## config.mk

```make
export PLATFORM = sky130hd
export DESIGN_NAME = fixed_length_frame_sync_flat
export DESIGN_NICKNAME = d
export VERILOG_FILES = /design/src/fls_pkg.sv /design/src/fls_if.sv /design/src/fls_fifo.sv /design/src/fls_front.sv /design/src/fls_back.sv /design/src/fixed_length_frame_sync.sv /design/src/flat_wrapper.sv
export SDC_FILE = /design/constraint.sdc
export NUM_CORES = 1
export LEC_CHECK = 0
export BUFFER_PORTS_ARGS = -buffer_cell sky130_fd_sc_hd__clkbuf_2
export CAP_MARGIN = 30
export CORE_ASPECT_RATIO = 1.1
export CORE_MARGIN = 3
export CORE_UTILIZATION = 40
export DETAILED_ROUTE_END_ITERATION = 10
export PLACE_DENSITY = 0.66
export SYNTH_ARGS = -nofsm -noshare
export SYNTH_HDL_FRONTEND = slang
export SYNTH_SLANG_ARGS = --single-unit
```

## constraint.sdc

```tcl
create_clock -name clk -period 5.88 [get_ports clk]
set_input_delay 1.47 -clock clk [delete_from_list [all_inputs] [get_ports clk]]
set_output_delay 1.47 -clock clk [all_outputs]
set_load 0.005 [all_outputs]
```

## src/fls_pkg.sv

```systemverilog
// Shared types and constants of the fixed-length frame synchronizer.
// Used by the front stage, the decoupling queue and the back end; no dependencies.
package fls_pkg;

	localparam logic [7:0] STAR_CHAR  = 8'h2A;
	localparam logic [7:0] SPACE_CHAR = 8'h20;
	localparam logic [7:0] CR_CHAR    = 8'h0D;
	localparam logic [7:0] LF_CHAR    = 8'h0A;

	localparam int QUEUE_DEPTH = 4;

	typedef struct packed {
		logic [7:0] data;
		logic       is_star;
		logic       is_space;
		logic       is_cr;
		logic       is_lf;
	} byte_class_t;

endpackage

```

## src/fls_if.sv

```systemverilog
// Valid/ready channel interfaces of the frame synchronizer: received bytes in,
// validated frame bytes out. No dependencies.
interface fls_byte_if;
	logic       valid;
	logic       ready;
	logic [7:0] data_byte;

	modport source(output valid, output data_byte, input ready);
	modport sink(input valid, input data_byte, output ready);
endinterface

interface fls_frame_if;
	logic        valid;
	logic        ready;
	logic [7:0]  frame_byte;
	logic        last_byte;
	logic [31:0] good_frames;
	logic [31:0] error_count;
	logic [31:0] frame_offset;

	modport source(output valid, output frame_byte, output last_byte, output good_frames,
		output error_count, output frame_offset, input ready);
	modport sink(input valid, input frame_byte, input last_byte, input good_frames,
		input error_count, input frame_offset, output ready);
endinterface

```

## src/fls_fifo.sv

```systemverilog
// Short queue of classified bytes between the front stage and the back end.
// Depends on fls_pkg for the entry type.
module fls_fifo #(
	parameter int DEPTH = 4
) (
	input  logic                clk,
	input  logic                arst_n,
	input  logic                push_valid,
	output logic                push_ready,
	input  fls_pkg::byte_class_t push_data,
	output logic                pop_valid,
	input  logic                pop_ready,
	output fls_pkg::byte_class_t pop_data
);

	localparam int PW = (DEPTH > 1) ? $clog2(DEPTH) : 1;
	localparam int NW = $clog2(DEPTH + 1);
	localparam logic [PW-1:0] LAST_P = PW'(DEPTH - 1);
	localparam logic [NW-1:0] FULL_N = NW'(DEPTH);

	fls_pkg::byte_class_t entry_q [DEPTH];
	logic [PW-1:0] wr_ptr_q;
	logic [PW-1:0] rd_ptr_q;
	logic [NW-1:0] count_q;
	logic          do_push;
	logic          do_pop;

	assign push_ready = (count_q != FULL_N);
	assign pop_valid  = (count_q != '0);
	assign pop_data   = entry_q[rd_ptr_q];
	assign do_push    = push_valid && push_ready;
	assign do_pop     = pop_valid && pop_ready;

	always_ff @(posedge clk or negedge arst_n) begin
		if (!arst_n) begin
			wr_ptr_q <= '0;
			rd_ptr_q <= '0;
			count_q  <= '0;
		end else begin
			if (do_push) begin
				wr_ptr_q <= (wr_ptr_q == LAST_P) ? '0 : wr_ptr_q + 1'b1;
			end
			if (do_pop) begin
				rd_ptr_q <= (rd_ptr_q == LAST_P) ? '0 : rd_ptr_q + 1'b1;
			end
			if (do_push && !do_pop) begin
				count_q <= count_q + 1'b1;
			end else if (!do_push && do_pop) begin
				count_q <= count_q - 1'b1;
			end
		end
	end

	always_ff @(posedge clk) begin
		if (do_push) begin
			entry_q[wr_ptr_q] <= push_data;
		end
	end

endmodule

```

## src/fls_front.sv

```systemverilog
// Front stage: takes each received byte and tags it as star, space, CR or LF.
// Depends on fls_pkg and the fls_byte_if interface.
module fls_front (
	input  logic                 clk,
	input  logic                 arst_n,
	fls_byte_if.sink             rx,
	output logic                 q_valid,
	input  logic                 q_ready,
	output fls_pkg::byte_class_t q_data
);

	logic                 vld_s1;
	fls_pkg::byte_class_t cls_s1;
	logic                 take;

	assign rx.ready = !vld_s1 || q_ready;
	assign take     = rx.valid && rx.ready;
	assign q_valid  = vld_s1;
	assign q_data   = cls_s1;

	always_ff @(posedge clk or negedge arst_n) begin
		if (!arst_n) begin
			vld_s1 <= 1'b0;
		end else if (rx.ready) begin
			vld_s1 <= rx.valid;
		end
	end

	always_ff @(posedge clk) begin
		if (take) begin
			cls_s1.data     <= rx.data_byte;
			cls_s1.is_star  <= (rx.data_byte == fls_pkg::STAR_CHAR);
			cls_s1.is_space <= (rx.data_byte == fls_pkg::SPACE_CHAR);
			cls_s1.is_cr    <= (rx.data_byte == fls_pkg::CR_CHAR);
			cls_s1.is_lf    <= (rx.data_byte == fls_pkg::LF_CHAR);
		end
	end

endmodule

```

## src/fls_back.sv

```systemverilog
// Back end: ring buffer memory, frame judgment by a scan over the memory, and
// emission of valid frames through a two-entry output buffer.
// Depends on fls_pkg and the fls_frame_if interface.
module fls_back #(
	parameter int FRAME_LEN = 64
) (
	input  logic                 clk,
	input  logic                 arst_n,
	input  logic                 q_valid,
	output logic                 q_ready,
	input  fls_pkg::byte_class_t q_data,
	fls_frame_if.source          tx
);

	localparam int IW = $clog2(FRAME_LEN);
	localparam int CW = $clog2(FRAME_LEN + 1);
	localparam logic [IW-1:0] LAST_I  = IW'(FRAME_LEN - 1);
	localparam logic [CW-1:0] LEN_C   = CW'(FRAME_LEN);
	localparam logic [CW-1:0] LAST_C  = CW'(FRAME_LEN - 1);
	localparam logic [31:0]   LEN_32  = 32'(FRAME_LEN);

	typedef enum logic [1:0] {ST_RUN, ST_WAIT, ST_SCAN} state_t;
	typedef enum logic [1:0] {PH_FIRST, PH_LEAD, PH_NEXT} phase_t;

	typedef struct packed {
		logic [7:0] data;
		logic       last;
	} out_ent_t;

	logic [9:0] mem [FRAME_LEN];

	state_t        st_q;
	phase_t        phase_q;
	logic [IW-1:0] wp_q;
	logic [CW-1:0] fill_q;
	logic [31:0]   pos_q;
	logic [31:0]   good_q;
	logic [31:0]   err_q;
	logic [31:0]   off_q;
	logic          prev_cr_q;
	logic          end_ok_q;

	logic [CW-1:0] scan_idx_q;
	logic [IW-1:0] scan_addr_q;

	logic          em_act_q;
	logic [CW-1:0] em_cnt_q;
	logic [IW-1:0] em_addr_q;

	logic          rd_v_s1;
	logic          rd_emit_s1;
	logic          rd_last_s1;
	logic [IW-1:0] rd_idx_s1;
	logic [9:0]    rd_data_s1;

	out_ent_t      ofifo_q [2];
	logic          owp_q;
	logic          orp_q;
	logic [1:0]    ocnt_q;

	logic          pop;
	logic          scan_issue;
	logic          em_issue;
	logic          rd_en;
	logic [IW-1:0] rd_addr;
	logic          res_scan;
	logic          d_star;
	logic          d_space;
	logic          opush;
	logic          opop;
	logic [2:0]    occ;

	function automatic logic [IW-1:0] wrap_inc(input logic [IW-1:0] a);
		return (a == LAST_I) ? '0 : a + 1'b1;
	endfunction

	assign q_ready    = (st_q == ST_RUN) && (!em_act_q || (fill_q < em_cnt_q));
	assign pop        = q_valid && q_ready;
	assign scan_issue = (st_q == ST_SCAN) && (scan_idx_q < LEN_C);
	assign opush      = rd_v_s1 && rd_emit_s1;
	assign opop       = tx.valid && tx.ready;
	assign occ        = {1'b0, ocnt_q} + {2'b00, opush};
	assign em_issue   = em_act_q && ((occ < 3'd2) || ((occ == 3'd2) && opop));
	assign rd_en      = scan_issue || em_issue;
	assign rd_addr    = em_issue ? em_addr_q : scan_addr_q;
	assign res_scan   = rd_v_s1 && !rd_emit_s1 && (st_q == ST_SCAN);
	assign d_star     = rd_data_s1[9];
	assign d_space    = rd_data_s1[8];

	assign tx.valid        = (ocnt_q != 2'd0);
	assign tx.frame_byte   = ofifo_q[orp_q].data;
	assign tx.last_byte    = ofifo_q[orp_q].last;
	assign tx.good_frames  = good_q;
	assign tx.error_count  = err_q;
	assign tx.frame_offset = off_q;

	always_ff @(posedge clk or negedge arst_n) begin
		if (!arst_n) begin
			st_q        <= ST_RUN;
			phase_q     <= PH_FIRST;
			wp_q        <= '0;
			fill_q      <= '0;
			pos_q       <= '0;
			good_q      <= '0;
			err_q       <= '0;
			off_q       <= '0;
			prev_cr_q   <= 1'b0;
			end_ok_q    <= 1'b0;
			scan_idx_q  <= '0;
			scan_addr_q <= '0;
			em_act_q    <= 1'b0;
			em_cnt_q    <= '0;
			em_addr_q   <= '0;
			rd_v_s1     <= 1'b0;
			rd_emit_s1  <= 1'b0;
			owp_q       <= 1'b0;
			orp_q       <= 1'b0;
			ocnt_q      <= 2'd0;
		end else begin
			rd_v_s1    <= rd_en;
			rd_emit_s1 <= em_issue;

			if (opush) begin
				owp_q <= !owp_q;
			end
			if (opop) begin
				orp_q <= !orp_q;
			end
			if (opush && !opop) begin
				ocnt_q <= ocnt_q + 2'd1;
			end else if (!opush && opop) begin
				ocnt_q <= ocnt_q - 2'd1;
			end

			if (em_issue) begin
				em_cnt_q  <= em_cnt_q + 1'b1;
				em_addr_q <= wrap_inc(em_addr_q);
				if (em_cnt_q == LAST_C) begin
					em_act_q <= 1'b0;
				end
			end

			if (pop) begin
				wp_q      <= wrap_inc(wp_q);
				fill_q    <= fill_q + 1'b1;
				pos_q     <= pos_q + 32'd1;
				prev_cr_q <= q_data.is_cr;
				if (fill_q == LAST_C) begin
					end_ok_q <= prev_cr_q && q_data.is_lf;
					st_q     <= ST_WAIT;
				end
			end

			if ((st_q == ST_WAIT) && (ocnt_q == 2'd0) && !rd_v_s1) begin
				st_q        <= ST_SCAN;
				phase_q     <= PH_FIRST;
				scan_idx_q  <= '0;
				scan_addr_q <= wp_q;
			end

			if (scan_issue) begin
				scan_idx_q  <= scan_idx_q + 1'b1;
				scan_addr_q <= wrap_inc(scan_addr_q);
			end

			if (res_scan) begin
				unique case (phase_q)
					PH_FIRST: begin
						if (d_star) begin
							if (rd_idx_s1 == '0) begin
								phase_q <= PH_LEAD;
							end else begin
								fill_q <= LEN_C - CW'(rd_idx_s1);
								st_q   <= ST_RUN;
							end
						end else if (rd_idx_s1 == LAST_I) begin
							fill_q <= '0;
							st_q   <= ST_RUN;
						end
					end
					PH_LEAD: begin
						if (d_space && end_ok_q) begin
							good_q    <= good_q + 32'd1;
							off_q     <= pos_q - LEN_32;
							fill_q    <= '0;
							em_act_q  <= 1'b1;
							em_cnt_q  <= '0;
							em_addr_q <= wp_q;
							st_q      <= ST_RUN;
						end else begin
							err_q <= err_q + 32'd1;
							if (d_star) begin
								fill_q <= LEN_C - CW'(rd_idx_s1);
								st_q   <= ST_RUN;
							end else begin
								phase_q <= PH_NEXT;
							end
						end
					end
					PH_NEXT: begin
						if (d_star) begin
							fill_q <= LEN_C - CW'(rd_idx_s1);
							st_q   <= ST_RUN;
						end else if (rd_idx_s1 == LAST_I) begin
							fill_q <= '0;
							st_q   <= ST_RUN;
						end
					end
					default: begin
						phase_q <= PH_FIRST;
					end
				endcase
			end
		end
	end

	always_ff @(posedge clk) begin
		if (pop) begin
			mem[wp_q] <= {q_data.is_star, q_data.is_space, q_data.data};
		end
		if (rd_en) begin
			rd_data_s1 <= mem[rd_addr];
			rd_idx_s1  <= scan_idx_q[IW-1:0];
			rd_last_s1 <= (em_cnt_q == LAST_C);
		end
		if (opush) begin
			ofifo_q[owp_q] <= '{data: rd_data_s1[7:0], last: rd_last_s1};
		end
	end

endmodule

```

## src/fixed_length_frame_sync.sv

```systemverilog
// Fixed-length frame synchronizer: bytes enter one per transfer and fill a FRAME_LEN-byte
// ring buffer; a frame that starts with "* " and ends with CR LF is sent out byte by byte
// together with the good-frame count, the error count and its stream offset. Bytes are
// taken one per cycle, while the back end accepts them, through a front register and a
// four-entry queue. When the buffer fills, the back end waits for any earlier frame to
// leave its output buffer and then scans the memory one entry per cycle while the queue
// holds further input. A valid frame leaves at one byte per cycle while the output is
// accepted, set by the single memory read port, and refilling runs alongside it.
// Depends on fls_pkg, fls_if, fls_front, fls_fifo and fls_back.
module fixed_length_frame_sync #(
	parameter int FRAME_LEN = 64
) (
	input  logic         clk,
	input  logic         arst_n,
	fls_byte_if.sink     rx,
	fls_frame_if.source  tx
);

	logic                 fq_valid;
	logic                 fq_ready;
	fls_pkg::byte_class_t fq_data;
	logic                 bq_valid;
	logic                 bq_ready;
	fls_pkg::byte_class_t bq_data;

	fls_front u_front (
		.clk     (clk),
		.arst_n  (arst_n),
		.rx      (rx),
		.q_valid (fq_valid),
		.q_ready (fq_ready),
		.q_data  (fq_data)
	);

	fls_fifo #(
		.DEPTH (fls_pkg::QUEUE_DEPTH)
	) u_queue (
		.clk        (clk),
		.arst_n     (arst_n),
		.push_valid (fq_valid),
		.push_ready (fq_ready),
		.push_data  (fq_data),
		.pop_valid  (bq_valid),
		.pop_ready  (bq_ready),
		.pop_data   (bq_data)
	);

	fls_back #(
		.FRAME_LEN (FRAME_LEN)
	) u_back (
		.clk     (clk),
		.arst_n  (arst_n),
		.q_valid (bq_valid),
		.q_ready (bq_ready),
		.q_data  (bq_data),
		.tx      (tx)
	);

endmodule
```

## src/flat_wrapper.sv

```systemverilog
// flat-port wrapper written by rule: the top's interface ports become plain ports
module fixed_length_frame_sync_flat 
#(
	parameter int FRAME_LEN = 64
)
  (clk, arst_n, rx_valid, rx_data_byte, rx_ready, tx_valid, tx_frame_byte, tx_last_byte, tx_good_frames, tx_error_count, tx_frame_offset, tx_ready);
  fls_byte_if rx_i ();
  fls_frame_if tx_i ();
  input  logic clk;
  input  logic arst_n;
  input wire logic [$bits(rx_i.valid)-1:0] rx_valid;
  input wire logic [$bits(rx_i.data_byte)-1:0] rx_data_byte;
  output wire logic [$bits(rx_i.ready)-1:0] rx_ready;
  output wire logic [$bits(tx_i.valid)-1:0] tx_valid;
  output wire logic [$bits(tx_i.frame_byte)-1:0] tx_frame_byte;
  output wire logic [$bits(tx_i.last_byte)-1:0] tx_last_byte;
  output wire logic [$bits(tx_i.good_frames)-1:0] tx_good_frames;
  output wire logic [$bits(tx_i.error_count)-1:0] tx_error_count;
  output wire logic [$bits(tx_i.frame_offset)-1:0] tx_frame_offset;
  input wire logic [$bits(tx_i.ready)-1:0] tx_ready;
  assign rx_i.valid = rx_valid;
  assign rx_i.data_byte = rx_data_byte;
  assign rx_ready = rx_i.ready;
  assign tx_valid = tx_i.valid;
  assign tx_frame_byte = tx_i.frame_byte;
  assign tx_last_byte = tx_i.last_byte;
  assign tx_good_frames = tx_i.good_frames;
  assign tx_error_count = tx_i.error_count;
  assign tx_frame_offset = tx_i.frame_offset;
  assign tx_i.ready = tx_ready;
  fixed_length_frame_sync #(.FRAME_LEN(FRAME_LEN)) u_core (.clk(clk), .arst_n(arst_n), .rx(rx_i), .tx(tx_i));
endmodule
```

-- Word-level counts from Yosys, hierarchy flattened
Memories as Yosys holds them, arrays and structs flattened. A register that Yosys moved wholly into a read port is not among the register bits.
Index checks and enable logic that the tools add are counted.
- bits of input ports: 12
- bits in writable memories: 706
- register bits after elaboration: 207
- memories kept: 3
- word-level logic and storage cells: 179
- add/sub/neg operators: 18
- reductions and logical operators: 45
- equal/unequal tests: 18
- order comparisons: 3
- mux-type cells: 60
- bitwise operators: 1
- memory list (memory ; words ; width ; read ports ; clocked after memory_dff ; wr ports ; RTL line ; source):
    u_core.u_back.mem ; 64 ; 10 ; 1 ; 1 ; 1 ; fls_back.sv:30 ; logic [9:0] mem [FRAME_LEN];
    u_core.u_queue.entry_q ; 4 ; 12 ; 1 ; 0 ; 1 ; fls_fifo.sv:21 ; fls_pkg::byte_class_t entry_q [DEPTH];
    u_core.u_back.ofifo_q ; 2 ; 9 ; 1 ; 0 ; 1 ; fls_back.sv:56 ; out_ent_t ofifo_q [2];
- operators by type and width (cell ; count):
    two-way mux 7 bit ; 14
    adder 32 x 1 -> 32 bit, second input constant ; 3
    two-way mux 6 bit ; 10
    two-way mux 2 bit ; 20
    subtractor 32 x 7 -> 32 bit, second input constant ; 1
    equality test 6 bit, second input constant ; 4
    adder 7 x 1 -> 7 bit, second input constant ; 3
    one-hot mux 7 bit (3 select lines) ; 1
    logical AND 1 bit ; 19
    adder 6 x 1 -> 6 bit, second input constant ; 3
    equality test 8 x 4 -> 1 bit, second input constant ; 2
    equality test 8 x 6 -> 1 bit, second input constant ; 2
    equality test 7 x 6 -> 1 bit, second input constant ; 2
    one-hot mux 2 bit (3 select lines) ; 2
    two-way mux 1 bit ; 11
    logical NOT 1 bit ; 10
    equality test 2 bit, second input constant ; 4
    nonzero test 2 bit ; 4
    less-than comparator 7 bit ; 1
    less-than comparator 7 bit, second input constant ; 1
    subtractor 7 x 6 -> 7 bit, first input constant ; 1
    adder 2 x 1 -> 2 bit, second input constant ; 3
    logical NOT 2 bit ; 3
    logical NOT 6 bit ; 1
    14 further kinds ; 20

-- Longest topological paths before layout
Gate-level depths: netlist of the first run.
- word-level depth: 10
- depth in mapped cells: 18
- depth with buffers taken out: 14

-- Hierarchy
From an unflattened synthesis of the first run, not the netlist that was laid out.
- cells, all modules: 2500
- area, all modules: 37871.3 um^2
- by module, submodules not included (module ; times used ; cells each ; area each (um^2) ; seq. area each (um^2)):
    fls_back ; 1 ; 2375 ; 35198.8 ; 24773.8
    fls_fifo ; 1 ; 100 ; 2204.6 ; 1616.6
    fls_front ; 1 ; 25 ; 467.9 ; 385.4

-- Worst setup path before layout of the first run
Ideal clock, no wire load.
- kind: input -> register
- start point: input port tx_ready
- end point: register u_core.u_back.rd_data_s1[3], read port of u_core.u_back.mem, data pin
- data required time: 5.608 ns
- path slack: 1.784 ns
- cell stages on the path: 10
- arrival time: 3.824 ns
- setup time: 0.272 ns
- cell sequence: o21a_2 a21oi_4 inv_4 a21oi_1 buf_2 buf_2 mux4_2 nand2_1 o2111ai_1 or4_1
- word-level cells in the longest chain between the ends: 5
- elaborated cells between the ends (all ways): 6
- RTL lines (item ; RTL line ; source):
    start, declared ; flat_wrapper.sv:20 ; input wire logic [$bits(tx_i.ready)-1:0] tx_ready;
    logical AND 1 bit (*) ; fls_back.sv:81 ; assign opop = tx.valid && tx.ready;
    logical AND 1 bit (*) ; fls_back.sv:83 ; assign em_issue = em_act_q && ((occ < 3'd2) || ((occ == 3'd2) && opop));
    logical OR 1 bit (*) ; fls_back.sv:83 ;
    logical AND 1 bit (*) ; fls_back.sv:83 ;
    two-way mux 6 bit or logical OR 1 bit (tied branches) ; fls_back.sv:85, fls_back.sv:84 ;
    end, declared ; fls_back.sv:54 ; logic [9:0] rd_data_s1;
Every way passes the cells marked *; elsewhere a longest branch is shown, timed or not.
A chain may end at the register's enable or synchronous reset.

-- Worst setup path in the final report of the first run
- start point: register u_core.u_back.rd_emit_s1
- end point: register u_core.u_back.rd_data_s1[3], read port of u_core.u_back.mem, data pin
- word-level cells in the longest chain between the ends: 7
- elaborated cells between the ends (all ways): 9
- RTL lines (item ; RTL line ; source):
    start, declared ; fls_back.sv:51 ; logic rd_emit_s1;
    start signal, assigned ; fls_back.sv:121 ; rd_emit_s1 <= em_issue;
    logical AND 1 bit (*) ; fls_back.sv:80 ; assign opush = rd_v_s1 && rd_emit_s1;
    named net u_core.u_back.opush ; fls_back.sv:69 ; logic opush;
    adder 2 x 1 -> 3 bit (*) ; fls_back.sv:82 ; assign occ = {1'b0, ocnt_q} + {2'b00, opush};
    parallel branches: the longest is 2 deep, another holds less-than comparator 3 x 2 -> 1 bit ; - ;
    logical OR 1 bit (*) ; fls_back.sv:83 ;
    logical AND 1 bit (*) ; fls_back.sv:83 ;
    two-way mux 6 bit or logical OR 1 bit (tied branches) ; fls_back.sv:85, fls_back.sv:84 ;
Mark *: on every way through the listed nets, which the timed path passes.

==> results of run 1 <==
-- worst max-delay path by stage --
| stage | startpoint | end | slack [ps] | cells after the start |
|---|---|---|---|---|
| after floorplan | tx_ready | u_core.u_back.rd_data_s1[3] | 1780 | 10 |
| after global placement | tx_ready | u_core.u_back.rd_data_s1[7] | 930 | 9 |
| after detailed placement | tx_ready | u_core.u_back.rd_data_s1[0] | 930 | 9 |
| after CTS | u_core.u_back.rd_v_s1 | u_core.u_back.rd_data_s1[0] | 1210 | 13 |
| after global routing | u_core.u_back.rd_v_s1 | u_core.u_back.rd_data_s1[0] | 1150 | 16 |
| final | u_core.u_back.rd_emit_s1 | u_core.u_back.rd_data_s1[3] | 1440 | 16 |
-- registers in the layout, indices dropped and copies added, names as in the netlist, 3 cells and up --
signal and count:
u_core.u_back.mem 640, u_core.u_queue.entry_q 48, u_core.u_back.pos_q 32, u_core.u_back.tx.error_count 32, u_core.u_back.tx.frame_offset 32, u_core.u_back.tx.good_frames 32, u_core.u_back.ofifo_q 18, u_core.u_front.q_data 12
u_core.u_back.rd_data_s1 10, u_core.u_back.em_cnt_q 7, u_core.u_back.fill_q 7, u_core.u_back.scan_idx_q 7, u_core.u_back.em_addr_q 6, u_core.u_back.rd_idx_s1 6, u_core.u_back.scan_addr_q 6, u_core.u_back.wp_q 6
u_core.u_queue.count_q 3
-- stage by stage --
| step | cell area (sq um) | setup slack [ps] | instances | hold slack [ps] |
|---|---|---|---|---|
| after floorplan | 38240 | 1784 | 2803 | 421.5 |
| after global placement | 40480 | 933.1 | 4110 | 423.4 |
| after detailed placement | 40600 | 929.4 | 4117 | 436.2 |
| after CTS | 43320 | 1215 | 4276 | 438.6 |
| after global routing | 43430 | 1153 | 4283 | 453.4 |
| final | 43430 | 1439 | 4284 | 437.8 |
-- metal layers --
metal  GRT usage  wire, microns
met4     0.07421           2897
met1      0.2555          38460
met5           0              0
met3     0.03162           8166
met2      0.3134          46080
-- critical path, delay by kind of cell, from the launching register on --
kind | cells | cell delay [ps]
buf+inv | 5 | 1060
flops | 1 | 400
fa+ha+maj | 2 | 460
simple gates | 3 | 940
compound gates | 6 | 1310
-- final cells by class --
cell class                 instances  area [sq um]  share of cell area
clock inverter                    38         297.8            0.006857
clock buffer                     121          2427             0.05589
inverter                          54         205.2            0.004725
multi-input combinational       1679         10660              0.2455
timing repair buffer             208          1483             0.03414
antenna                            1         2.502          0.00005762
tap                             1260          1577             0.03630
sequential                       923         26780              0.6165
-- cell families after synthesis --
logic type / synth area share
flops: 0.7002
simple gates: 0.1112
compound gates: 0.07820
mux: 0.04453
buf+inv: 0.02268
fa+ha+maj: 0.01001
xor+xnor: 0.03321
-- power by group --
group | total, mW | switching (mW) | internal [mW]
logic | 9.62 | 6.52 | 3.10
registers | 9.50 | 0.645 | 8.85
clock network | 5.42 | 2.40 | 3.03
-- cells in the final DEF, fill, tap and decap left out, types with 52 or more instances in the layout --
cell type,count
xor2_1,58
clkbuf_16,89
edfxtp_1,735
buf_4,75
dfrtp_1,188
xnor2_1,87
clkbuf_2,117
nand2_1,469
nor2_1,210
o21ai_0,57
a21oi_1,89
inv_1,52
nand3_1,102
==> flow_summary.json, run 1 <==
{
  "status": "completed",
  "ant_nets": 0,
  "r2r-end": "u_core.u_back.rd_data_s1[3]",
  "rows": 118,
  "synth_edf_count": 735,
  "finalSetupViolCount": 0,
  "path_class": "reg -> reg",
  "ir_drop_mv": 0.3980,
  "yosys.area.top_type_share": 0.5772,
  "syn-num-nets": 2845,
  "die_h_microns": 330.3,
  "ios": 119,
  "maxSlewHeadroom": 0.2910,
  "io_buffers": 118,
  "grt_max_degree": 87,
  "cts.path.max_buffers": 3,
  "cts-root-buf": "clkbuf_16",
  "dieArea_sq_mm": 0.09935,
  "synth-seq-cells": 923,
  "total_power_mw": 24.54,
  "finalSetupTns_ps": 0,
  "core_sq_mm": 0.09449,
  "grt_usage": 0.1911,
  "routedWlPerCell_microns": 22.31,
  "power_density_mw_per_mm2": 565.0,
  "ctsHoldBuffers": 0,
  "synth_top_area_cell": "edfxtp_1",
  "avgSynthCellArea_sq_um": 13.64,
  "min_from": "u_core.u_back.rd_last_s1",
  "clk_pin_slew_ps": 70,
  "cts_sinks": 923,
  "yosysWarningCount": 0,
  "p_leak_nw": 15.76,
  "finalWirelength_microns": 95600,
  "worst_pin_slew_ps": 1057,
  "cts_tree": "built",
  "vias_per_cell": 5.561,
  "gp_congestion": 0.8455,
  "synth_area_leaders": "edfxtp_1 58%, dfrtp_1 12%, nand2_1 4.6%",
  "ys_async_sr_fraction": 0.2037,
  "clkLatencyLatePin_ps": 670,
  "final_core_util": 0.4596,
  "fillers": 8276,
  "holdPathStages": 0,
  "grt_overflow_total": 0,
  "rsz0062_at_grt": "no",
  "initial_utilization": 0.4047,
  "hold_viol": 0,
  "worstPathArrival_ps": 4840,
  "max_stage_delay_ps": 540,
  "antenna_found_initial": 0,
  "hold_class": "reg -> reg",
  "postCtsSetupRepairBufs": 0,
  "crit_chain": "nand2_1, inv_1, ha_1, inv_1, ha_1, and4bb_2, a21oi_4, inv_4, buf_4, a21oi_4, buf_4, a21oi_1, a22oi_1, o211ai_1, o2111ai_1, or4_1",
  "dpl.hpwl_microns": 60350,
  "syn_inst": 2803,
  "grt_pass1_vias": 22910,
  "dieWidth_microns": 300.8,
  "crit_path_max_fanout": 28,
  "yosysSeqAreaShare": 0.7002,
  "htree_levels": 3,
  "r2r_start": "u_core.u_back.rd_emit_s1",
  "slowest_stage": "o211ai_1",
  "via_count": 23820,
  "end_kind": "register",
  "synth_common_cells": "735 x edfxtp_1, 469 x nand2_1, 210 x nor2_1",
  "synth_cell_types": 71,
  "cap_violations": 0,
  "min_to": "u_core.u_back.ofifo_q[0][0]",
  "period_share": 0.7552,
  "drtIter0Drc": 2621,
  "synth.most_common_cell": "edfxtp_1",
  "grt_pass1_wl_microns": 144200,
  "critPathLaunchType": "register",
  "reg2reg_slack_ps": 1440,
  "area_growth_pct": 13.58,
  "fin_worst_skew_ps": 29.60,
  "synthFlopType": "edfxtp_1",
  "finalNetCount": 2997,
  "dr.pass1.iters": 5,
  "netlist_area_sq_mm": 0.03824,
  "worst_ep_required_time_ps": 6280,
  "drv_slew": 0,
  "drc_errors": 0,
  "numCtsBuffers": 89,
  "post_cts_resized": 0,
  "drive_gt1_frac": 0.1436,
  "r2r_cells": 16,
  "period_needed_ps": 4441,
  "fmax_mhz": 225.2
}
(Power assumes the default switching activity.)
==> run 2: changes to the inputs <==
- ABC_AREA: default -> 1
- clock period: 5.88 -> 4.35 ns (I/O delays scaled with it)
==> flow_summary.json, run 2 <==
{
  "reg.largest.list": "u_core.u_back.mem: 640 flops, u_core.u_queue.entry_q: 48 flops",
  "cap_violations": 0,
  "ant_nets": 0,
  "finalSetupTns_ps": 0,
  "ctsHoldBuffers": 0,
  "synthFlopType": "edfxtp_1",
  "yosysWarningCount": 0,
  "dieArea_sq_mm": 0.1092,
  "cts_tree": "built",
  "drtIter0Drc": 3188,
  "synth_top_area_cell": "edfxtp_1",
  "grt_pass1_vias": 29130,
  "syn_inst": 4024,
  "layoutNonFillerInstCount": 5641,
  "period_needed_ps": 3856,
  "core_sq_mm": 0.1041,
  "avgSynthCellArea_sq_um": 10.46,
  "fmax_mhz": 259.3,
  "htree_levels": 3,
  "finalWirelength_microns": 110300,
  "end_kind": "register",
  "regMostFlops": "u_core.u_back.mem",
  "ios": 119,
  "dr.pass1.iters": 6,
  "rsz0062_at_grt": "no",
  "crit_top_cell": "nand2_1",
  "area_growth_pct": 14.34,
  "postCtsSetupRepairBufs": 0,
  "grt_overflow_total": 0,
  "synth_area_leaders": "edfxtp_1 52%, dfrtp_1 11%, nand3_1 8.8%",
  "numCtsBuffers": 100,
  "dpl.hpwl_microns": 67250,
  "status": "completed",
  "synth_cell_types": 56,
  "seqCellArea_sq_mm": 0.02678,
  "finalSetupViolCount": 0,
  "total_power_mw": 40.62,
  "drv_slew": 0,
  "p_leak_nw": 19.76,
  "die_h_microns": 346.2,
  "gp_congestion": 0.9024,
  "synth-seq-cells": 923,
  "worstPathArrival_ps": 4300,
  "cts-root-buf": "clkbuf_16",
  "grt_pass1_wl_microns": 171000,
  "clk_pin_slew_ps": 60,
  "synth.most_common_cell": "nand3_1",
  "slowest_stage": "dfrtp_1",
  "post_cts_resized": 0,
  "power_density_mw_per_mm2": 843.9,
  "hold_viol": 0,
  "critPathLaunchType": "register",
  "multi_input_comb_area_sq_mm": 0.01256,
  "syn-num-nets": 4066,
  "netlist_area_sq_mm": 0.04210,
  "grt_max_degree": 126,
  "initial_utilization": 0.4044,
  "cts_sinks": 923,
  "diodes": 0,
  "finalNetCount": 4214,
  "reg2reg_slack_ps": 490,
  "grt_usage": 0.1993,
  "clkLatencyLatePin_ps": 690,
  "final_common_cell": "nand3_1",
  "antenna_found_initial": 0,
  "period_share": 0.8864,
  "worst_ep_required_time_ps": 4790,
  "via_count": 29810,
  "dieWidth_microns": 315.3,
  "largest_reg_flops": 640,
  "io_buffers": 118,
  "routedWlPerCell_microns": 19.56,
  "ir_drop_mv": 1.121,
  "hold_ws_ps": 298.0,
  "max_stage_delay_ps": 400,
  "ys_async_sr_fraction": 0.2037,
  "drc_errors": 0,
  "crit_path_max_fanout": 23,
  "synth_edf_count": 735,
  "vias_per_cell": 5.284,
  "rows": 124,
  "synth_common_cells": "740 x nand3_1, 735 x edfxtp_1, 689 x nand2_1",
  "place_inst": 5456,
  "yosysSeqAreaShare": 0.6361,
  "worst_pin_slew_ps": 1001,
  "critPathTopFamily": "simple AND/OR/NAND/NOR gates",
  "yosys.area.top_type_share": 0.5243,
  "cts.path.max_buffers": 3,
  "drive_gt1_frac": 0.1046,
  "final_cell_mix": "740 x nand3_1, 735 x edfxtp_1, 688 x nand2_1, 527 x inv_1, 235 x nand3b_1",
  "fillers": 9496,
  "hold_class": "in -> async",
  "fin_worst_skew_ps": 29.91,
  "crit_chain": "nand2_1, inv_1, ha_1, inv_1, ha_1, nand2_1, nor2_1, nand2_1, nand2_2, nand2_4, inv_2, nand2_1, o21ai_4, inv_2, buf_4, buf_4, nand3_1, nand3_1, nand3_1, nand3_1, nand2_1",
  "cp.buffers_inverters": 6,
  "maxSlewHeadroom": 0.3326,
  "path_class": "reg -> reg"
}
[run 2: cell count changes after synthesis, moves of 44 or more]
cell / before / now
buf_2: 49 / 98
a211oi_1: 46 / 2
o21ai_0: 57 / 104
inv_1: 52 / 528
xnor2_1: 87 / 24
nand3_1: 102 / 740
xor2_1: 58 / 103
mux4_2: 50 / 0
a21oi_1: 90 / 32
nand3b_1: 22 / 235
nand2_1: 469 / 689
[run 2: per-stage QoR]
| stage | instance area (sq um) | setup WS (ps) | utilization |
|---|---|---|---|
| final | 48130 | 494.0 | 0.4623 |
| after global routing | 48130 | 289.7 | 0.4623 |
| after CTS | 48130 | 557.7 | 0.4623 |
| after detailed placement | 44950 | 390.7 | 0.4318 |
| after global placement | 44880 | 394.6 | 0.4311 |
| after floorplan | 42100 | 1034 | - |
[run 2: power by group]
part           leakage, nW  switching [mW]  internal (mW)  total [mW]
clock                 1.57            3.52           4.77        8.29
sequential            9.18           0.615           12.2        12.8
combinational         9.02            14.3           5.21        19.5
total                 19.8            18.4           22.2        40.6
[run 2: final timing paths]
kind | startpoint | end | cells past startpoint
min in group clk | u_core.u_back.scan_idx_q[3] | u_core.u_back.rd_idx_s1[3] | 0
min reg2reg | u_core.u_back.scan_idx_q[3] | u_core.u_back.rd_idx_s1[3] | 0
min | arst_n | u_core.u_back.tx.frame_offset[18] | 1
max | u_core.u_back.rd_emit_s1 | u_core.u_back.rd_data_s1[4] | 21
max reg2reg | u_core.u_back.rd_emit_s1 | u_core.u_back.rd_data_s1[4] | 21
max in group asynchronous | arst_n | u_core.u_back.tx.error_count[26] | 3
[run 2: area by class of cell]
| class | instances | share of cell area |
|---|---|---|
| clock buffer | 127 | 0.05472 |
| clock inverter | 58 | 0.01133 |
| inverter | 536 | 0.04185 |
| multi-input combinational | 2361 | 0.2610 |
| sequential | 923 | 0.5563 |
| tap | 1386 | 0.03603 |
| timing repair buffer | 250 | 0.03871 |
[run 2: metal layers]
layer | part of all wire | up-vias | GRT usage
li1 | - | 13970 | -
met1 | 0.41 | 14540 | 0.2654
met2 | 0.47 | 1075 | 0.3242
met3 | 0.076 | 223 | 0.03914
met4 | 0.037 | 0 | 0.07240
met5 | 0 | - | 0
[run 2: kinds of logic (layout without fill, tap and decap cells)]
| group | after synthesis | count (layout) | share of synthesized area |
|---|---|---|---|
| XOR/XNOR | 127 | 127 | 0.02642 |
| AND/OR/NAND/NOR | 2018 | 2018 | 0.2332 |
| buffers and inverters | 740 | 971 | 0.07038 |
| flip-flops | 923 | 923 | 0.6361 |
| AO/OA/AOI/OAI | 186 | 186 | 0.02482 |
| adder cells (fa/ha/maj) | 30 | 30 | 0.009095 |
